==> src/rtl/core/oll_pkg.sv <==
// Package with the sizes, opcodes and cell command type of the ordered list engine.
package oll_pkg;

    localparam int DEPTH   = 16;
    localparam int VALUE_W = 32;
    localparam int OP_W    = 3;
    localparam int POS_W   = 5;
    localparam int CNT_W   = $clog2(DEPTH + 1);
    localparam int IDX_W   = (DEPTH > 1) ? $clog2(DEPTH) : 1;
    localparam int CMP_W   = (POS_W > CNT_W) ? POS_W : CNT_W;

    localparam logic [OP_W-1:0] OP_PUSH_FRONT = 3'd0;
    localparam logic [OP_W-1:0] OP_PUSH_BACK  = 3'd1;
    localparam logic [OP_W-1:0] OP_INSERT     = 3'd2;
    localparam logic [OP_W-1:0] OP_REMOVE     = 3'd3;
    localparam logic [OP_W-1:0] OP_CONTAINS   = 3'd4;

    typedef struct packed {
        logic                ins_en;
        logic                rem_en;
        logic [CNT_W-1:0]    ins_pos;
        logic [CNT_W-1:0]    count;
        logic [VALUE_W-1:0]  value;
    } cell_cmd_t;

endpackage

==> src/rtl/core/oll_cell.sv <==
// One storage cell of the list: holds an entry, compares it and shifts with its neighbors.
module oll_cell
    import oll_pkg::*;
(
    input  logic                clk,
    input  logic [IDX_W-1:0]    cell_index,
    input  cell_cmd_t           cmd,
    input  logic                after_hit,
    input  logic [VALUE_W-1:0]  left_entry,
    input  logic [VALUE_W-1:0]  right_entry,
    output logic [VALUE_W-1:0]  entry,
    output logic                hit
);

    logic [VALUE_W-1:0] entry_reg;
    logic [VALUE_W-1:0] entry_next;
    logic [CNT_W-1:0]   my_index;

    assign my_index = CNT_W'(cell_index);
    assign entry    = entry_reg;
    assign hit      = (entry_reg == cmd.value) && (my_index < cmd.count);

    always_comb
    begin
        entry_next = entry_reg;
        if (cmd.ins_en)
        begin
            if (my_index > cmd.ins_pos)
            begin
                entry_next = left_entry;
            end
            else if (my_index == cmd.ins_pos)
            begin
                entry_next = cmd.value;
            end
        end
        else if (cmd.rem_en && after_hit)
        begin
            entry_next = right_entry;
        end
    end

    always_ff @(posedge clk)
    begin
        entry_reg <= entry_next;
    end

endmodule

==> src/rtl/core/oll_first_hit.sv <==
// Prefix OR tree that marks every cell at or after the first matching cell.
module oll_first_hit
    import oll_pkg::*;
(
    input  logic [DEPTH-1:0] hit,
    output logic [DEPTH-1:0] after_hit,
    output logic             any_hit
);

    localparam int LVLS = (DEPTH > 1) ? $clog2(DEPTH) : 1;

    logic [DEPTH-1:0] lvl [0:LVLS];

    assign lvl[0] = hit;

    genvar l, i;
    generate
        for (l = 0; l < LVLS; l++)
        begin : g_lvl
            for (i = 0; i < DEPTH; i++)
            begin : g_bit
                if (i >= (1 << l))
                begin : g_or
                    assign lvl[l+1][i] = lvl[l][i] | lvl[l][i - (1 << l)];
                end
                else
                begin : g_pass
                    assign lvl[l+1][i] = lvl[l][i];
                end
            end
        end
    endgenerate

    assign after_hit = lvl[LVLS];
    assign any_hit   = lvl[LVLS][DEPTH-1];

endmodule

==> src/rtl/core/ordered_list_engine.sv <==
// Top level of the ordered list engine: request decode, cell chain and result register.
// A result is registered when its request transaction is accepted and appears in the cycle after.
// Throughput: one request per cycle unless the output is stalled; all cells compare and shift in the same cycle.
// The next request is taken while a result waits, unless the output is stalled.
// Reset clears the entry count and the result valid; entries are not cleared.
module ordered_list_engine
    import oll_pkg::*;
(
    input  logic                       clk,
    input  logic                       rst_n,
    input  logic                       in_valid,
    output logic                       in_stall,
    input  logic [OP_W-1:0]            opcode,
    input  logic signed [VALUE_W-1:0]  value,
    input  logic [POS_W-1:0]           position,
    output logic                       out_valid,
    input  logic                       out_stall,
    output logic                       found,
    output logic [CNT_W-1:0]           entry_count,
    output logic                       overflow
);

    logic               accept_in;
    logic               full;
    logic [CNT_W-1:0]   count_reg;
    logic [CNT_W-1:0]   count_next;
    logic               out_valid_reg;
    logic               out_valid_next;
    logic               found_reg;
    logic               found_next;
    logic               overflow_reg;
    logic               overflow_next;
    logic [CNT_W-1:0]   count_out_reg;
    logic [CMP_W-1:0]   pos_ext;
    logic [CMP_W-1:0]   cnt_ext;
    logic [CNT_W-1:0]   clamp_pos;
    cell_cmd_t          cmd;
    logic [DEPTH-1:0]   hit;
    logic [DEPTH-1:0]   after_hit;
    logic               any_hit;
    logic [VALUE_W-1:0] entry [0:DEPTH-1];

    assign accept_in = in_valid && !in_stall;
    assign in_stall  = out_valid_reg && out_stall;
    assign full      = (count_reg == CNT_W'(DEPTH));

    assign pos_ext   = CMP_W'(position);
    assign cnt_ext   = CMP_W'(count_reg);
    assign clamp_pos = (pos_ext >= cnt_ext) ? count_reg : CNT_W'(pos_ext);

    always_comb
    begin
        cmd.ins_en    = 1'b0;
        cmd.rem_en    = 1'b0;
        cmd.ins_pos   = '0;
        cmd.count     = count_reg;
        cmd.value     = value;
        count_next    = count_reg;
        found_next    = 1'b0;
        overflow_next = 1'b0;
        case (opcode)
            OP_PUSH_FRONT, OP_PUSH_BACK, OP_INSERT:
            begin
                if (opcode == OP_PUSH_FRONT)
                begin
                    cmd.ins_pos = '0;
                end
                else if (opcode == OP_PUSH_BACK)
                begin
                    cmd.ins_pos = count_reg;
                end
                else
                begin
                    cmd.ins_pos = clamp_pos;
                end
                if (full)
                begin
                    overflow_next = 1'b1;
                end
                else
                begin
                    cmd.ins_en = accept_in;
                    count_next = count_reg + CNT_W'(1);
                end
            end
            OP_REMOVE:
            begin
                if (any_hit)
                begin
                    cmd.rem_en = accept_in;
                    found_next = 1'b1;
                    count_next = count_reg - CNT_W'(1);
                end
            end
            OP_CONTAINS:
            begin
                found_next = any_hit;
            end
            default:
            begin
                found_next = 1'b0;
            end
        endcase
    end

    genvar i;
    generate
        for (i = 0; i < DEPTH; i++)
        begin : g_cell
            logic [VALUE_W-1:0] left_in;
            logic [VALUE_W-1:0] right_in;
            if (i == 0)
            begin : g_first
                assign left_in = value;
            end
            else
            begin : g_left
                assign left_in = entry[i-1];
            end
            if (i == DEPTH - 1)
            begin : g_last
                assign right_in = entry[i];
            end
            else
            begin : g_right
                assign right_in = entry[i+1];
            end
            oll_cell u_cell
            (
                .clk         (clk),
                .cell_index  (IDX_W'(i)),
                .cmd         (cmd),
                .after_hit   (after_hit[i]),
                .left_entry  (left_in),
                .right_entry (right_in),
                .entry       (entry[i]),
                .hit         (hit[i])
            );
        end
    endgenerate

    oll_first_hit u_first_hit
    (
        .hit       (hit),
        .after_hit (after_hit),
        .any_hit   (any_hit)
    );

    assign out_valid_next = accept_in || (out_valid_reg && out_stall);

    always_ff @(posedge clk or negedge rst_n)
    begin
        if (!rst_n)
        begin
            count_reg     <= '0;
            out_valid_reg <= 1'b0;
        end
        else
        begin
            out_valid_reg <= out_valid_next;
            if (accept_in)
            begin
                count_reg <= count_next;
            end
        end
    end

    always_ff @(posedge clk)
    begin
        if (accept_in)
        begin
            found_reg     <= found_next;
            overflow_reg  <= overflow_next;
            count_out_reg <= count_next;
        end
    end

    assign out_valid   = out_valid_reg;
    assign found       = found_reg;
    assign overflow    = overflow_reg;
    assign entry_count = count_out_reg;

`ifndef NO_ASSERTIONS
    a_count_range: assert property (@(posedge clk) disable iff (!rst_n)
        count_reg <= CNT_W'(DEPTH))
        else $error("entry count exceeds capacity");

    a_accept_gives_result: assert property (@(posedge clk) disable iff (!rst_n)
        accept_in |=> out_valid_reg && (entry_count == count_reg))
        else $error("accepted request did not produce a matching result");

    a_overflow_when_full: assert property (@(posedge clk) disable iff (!rst_n)
        accept_in && overflow_next |=> (count_reg == CNT_W'(DEPTH)) && !found_reg)
        else $error("overflow reported while store not full");

    a_remove_shrinks: assert property (@(posedge clk) disable iff (!rst_n)
        accept_in && (opcode == OP_REMOVE) && any_hit |=>
            count_reg == $past(count_reg) - CNT_W'(1))
        else $error("removal did not reduce the entry count");
`endif

endmodule

==> config.mk <==
export PLATFORM = sky130hd
export DESIGN_NAME = ordered_list_engine
export DESIGN_NICKNAME = d
export VERILOG_FILES = /design/src/rtl/core/oll_pkg.sv /design/src/rtl/core/oll_cell.sv /design/src/rtl/core/oll_first_hit.sv /design/src/rtl/core/ordered_list_engine.sv
export SDC_FILE = /design/constraint.sdc
export NUM_CORES = 2
export LEC_CHECK = 0
export BUFFER_PORTS_ARGS = -buffer_cell sky130_fd_sc_hd__buf_2
export CORE_MARGIN = 2
export CORE_UTILIZATION = 26
export DETAILED_ROUTE_END_ITERATION = 8
export PLACE_DENSITY_LB_ADDON = 0.1
export SYNTH_ARGS = -nofsm -noshare
export SYNTH_HDL_FRONTEND = slang
export SYNTH_SLANG_ARGS = --single-unit
export TNS_END_PERCENT = 10
==> constraint.sdc <==
create_clock -name clk -period 6.1 [get_ports clk]
set_clock_uncertainty 0.1 [all_clocks]
set_input_delay 0.61 -clock clk [delete_from_list [all_inputs] [get_ports clk]]
set_output_delay 0.61 -clock clk [all_outputs]
set_load 0.02 [all_outputs]
==> results by group <==
Global route
  • Initial antenna violation count: 11
  • Largest net degree at the start of global routing: 82
  • Vias in the first global route: 29,600
  • Gr usage total: 0.278
  • First-pass GRT wire length: 264 mm
  • Congestion Overflow GR: 0

Logic synthesis
  • Netlist Area Pre-Place: 35,200 sq um
  • Distinct cells, synth: 73
  • Top cell type by total area after synthesis: edfxtp_1
  • Number of flops mapped to enable cells by yosys: 519
  • Register area share after synthesis: 0.447
  • Yosys top cell area share: 0.443
  • Ranking of synthesized cells by area: edfxtp_1 (44%), xnor2_1 (10%), nand2_1 (6.9%), o211ai_1 (4.2%), mux2i_1 (3.9%)
  • Syn Area/Cell: 9.59 sq um
  • Synth Flop Type: edfxtp_1
  • Synth Net Count: 3,720
  • Yosys warns: 0
  • Post-Synthesis Cells: 3,667
  • Synth Register Bits: 525
  • Async S/R FF share, synth: 0.0114

Cells and area
  • Ant. Diodes: 0
  • Layout cells sized above 1: 0.104
  • Fillers: 14,100
  • # nets final: 3,674
  • P&R area growth vs syn: 13.3%
  • Max FFs per register: 512

Detailed routing
  • Vias per cell: 5.79
  • Pre-antenna DRT Iters: 7
  • Initial DRC count: 4,525
  • Detailed Route WL: 196 mm
  • DRC violations left: 0
  • Routed Antenna Nets: 0
  • Routed len/inst: 36.0 um
  • Vias: 31,500

Pwr
  • Total power: 0.0108 W
  • Pwr/cell area: 271 nW/um^2
  • VDD IR-drop max: 0.000187 V
  • Lkg Pwr: 13.1 nW

STA
  • RSZ-0062 raised after global routing: false
  • Final setup fails: 0
  • Fin. Hold Viols: 0
  • Setup WS post-layout: 161 ps
  • Final setup TNS: 0 ps
  • Fin. max-slew vios: 0
  • Rel. slew slack: 0.0761
  • Min cycle time layout: 5940 ps
  • Crit share post-route: 0.974
  • Maximum clock rate: 168 MHz
  • Worst-margin pin slew: 1380 ps

Placement
  • I/O Buffers: 52
  • Post-Place Worst Slack: 422 ps
  • GPL Wtd Cong: 0.970
  • HPWL after DPL: 142 mm

Clocking
  • H-tree Lvls: 3
  • CTS root buf: clkbuf_16
  • Max Root-Sink Buffers: 3
  • Skew-Pair Late Insertion Delay: 680 ps
  • CTS tree: done
  • Num CTS Buffers: 70
  • Clock-pin slew on the worst setup and hold paths: 60 ps
  • Clock Sinks: 525

Floorplanning
  • Core area: 134,000 sq um
  • Die W: 372 um
  • Row count: 134
  • Die Ht: 372 um
  • Io pins: 53
  • Die Area: 138,000 sq um
  • Initial Util: 0.263

Critical path
  • CP Max Fanout: 32
  • Kind of critical path: register to register
  • Crit. End Element: register
  • Crit start category: register
  • Critical path data required time: 6340 ps
  • Crit path arrival time: 6180 ps

Worst hold path
  • Min-delay worst type: input pin to register

Flow run
  • Max-cap violations: 0

Outcome
  • Status: complete, no violations
worst max-delay path: stages, from the launching register on:
cell and delay, ps:
dfrtp_1 560, buf_4 280, nor3_1 1030, o21ai_0 630
and4_1 490, nand4b_1 380, nor4_1 440, buf_4 220
nand4b_1 160, nor4bb_1 860, o2bb2ai_4 50, buf_4 320
kinds of logic after synthesis:
| group | synth area share |
|---|---|
| buf+inv | 0.0421 |
| mux | 0.0542 |
| fa+ha+maj | 0.00320 |
| xor+xnor | 0.130 |
| flops | 0.447 |
| compound gates | 0.129 |
| simple gates | 0.195 |
cells in the final DEF (no fill, tap or decap), types with 7 or more instances in the layout:
cell type,n
nand2_1,647
edfxtp_1,519
xnor2_1,402
nor2_1,233
nand4_1,202
o211ai_1,196
buf_4,155
o21ai_0,136
mux2i_1,135
xor2_1,119
nand3_1,102
a31oi_1,97
clkbuf_16,70
nor4_1,69
nor3_1,60
buf_2,52
nand4b_1,39
o2111ai_1,35
o31ai_1,34
a2111oi_0,33
a221o_1,32
mux2_4,31
clkbuf_1,17
inv_1,15
or3_1,15
clkinv_1,15
o21ai_1,14
a21oi_1,13
or4_1,12
ha_1,9
clkinv_2,9
and2_1,7
nor3b_1,7
routing by layer:
layer	vias to the layer above	track usage	routed length, um
li1	13500	-	-
met1	15900	0.411	90300
met2	1781	0.390	79900
met3	278	0.0438	15700
met4	0	0.131	9890
met5	-	0	0
repair_timing:
| item | 4_1_cts | 5_1_grt |
|---|---|---|
| gates resized for setup | 0 | 0 |
| buffers inserted | 0 | 0 |
| endpoints found under the hold margin | 6 | 0 |
| hold buffers | 1 | 0 |
| endpoints found under the setup margin | 0 | 0 |
synthesized netlist by cell type (39+ instances only):
library cell,instances
a31oi_1,99
nand4b_1,39
nand2_1,650
mux2i_1,138
buf_2,106
o21ai_0,141
o211ai_1,196
clkbuf_1,181
nand4_1,202
nor4_1,71
nand3_1,102
nor2_1,235
edfxtp_1,519
nor3_1,61
xor2_1,119
xnor2_1,402
area by class of cell:
type / count / area [sq um] / area share
multi-input combinational: 2795 / 18300 / 0.458
sequential: 525 / 15700 / 0.395
tap: 1768 / 2210 / 0.0555
clock buffer: 87 / 1820 / 0.0456
timing repair buffer: 213 / 1530 / 0.0385
clock inverter: 34 / 235 / 0.00590
inverter: 16 / 60.1 / 0.00151
worst paths after layout:
check | startpoint | slack [ps] | to | cells after the start
worst max-delay path | cnt_ext[3] | 160 | g_cell[14].u_cell.entry[9] | 11
max in group asynchronous | rst_n | 5510 | out_valid | 2
worst min-delay path | in_valid | 50 | out_valid | 2
min in group asynchronous | rst_n | 210 | cnt_ext[3] | 2
worst min register to register | out_valid | 430 | out_valid | 2
worst max register to register | cnt_ext[3] | 160 | g_cell[14].u_cell.entry[9] | 11
per-stage QoR:
| step | area (sq um) | std cells | hold slack (ps) | util |
|---|---|---|---|---|
| 6_report | 39900 | 5438 | 50.8 | 0.298 |
| 3_5_place_dp | 37800 | 5316 | 374 | 0.282 |
| 4_1_cts | 39900 | 5438 | 6.01 | 0.298 |
| 3_3_place_gp | 37800 | 5316 | 373 | 0.282 |
| 5_1_grt | 39900 | 5438 | 32.5 | 0.298 |
| 2_1_floorplan | 35200 | 3667 | 214 | - |
power by group:
group / internal, W / leakage (nW) / switching (W)
Combinational: 0.000680 / 7.26 / 0.00169
Sequential: 0.00419 / 4.84 / 0.000248
Clock: 0.00219 / 0.995 / 0.00181
(Power assumes the default switching activity.)
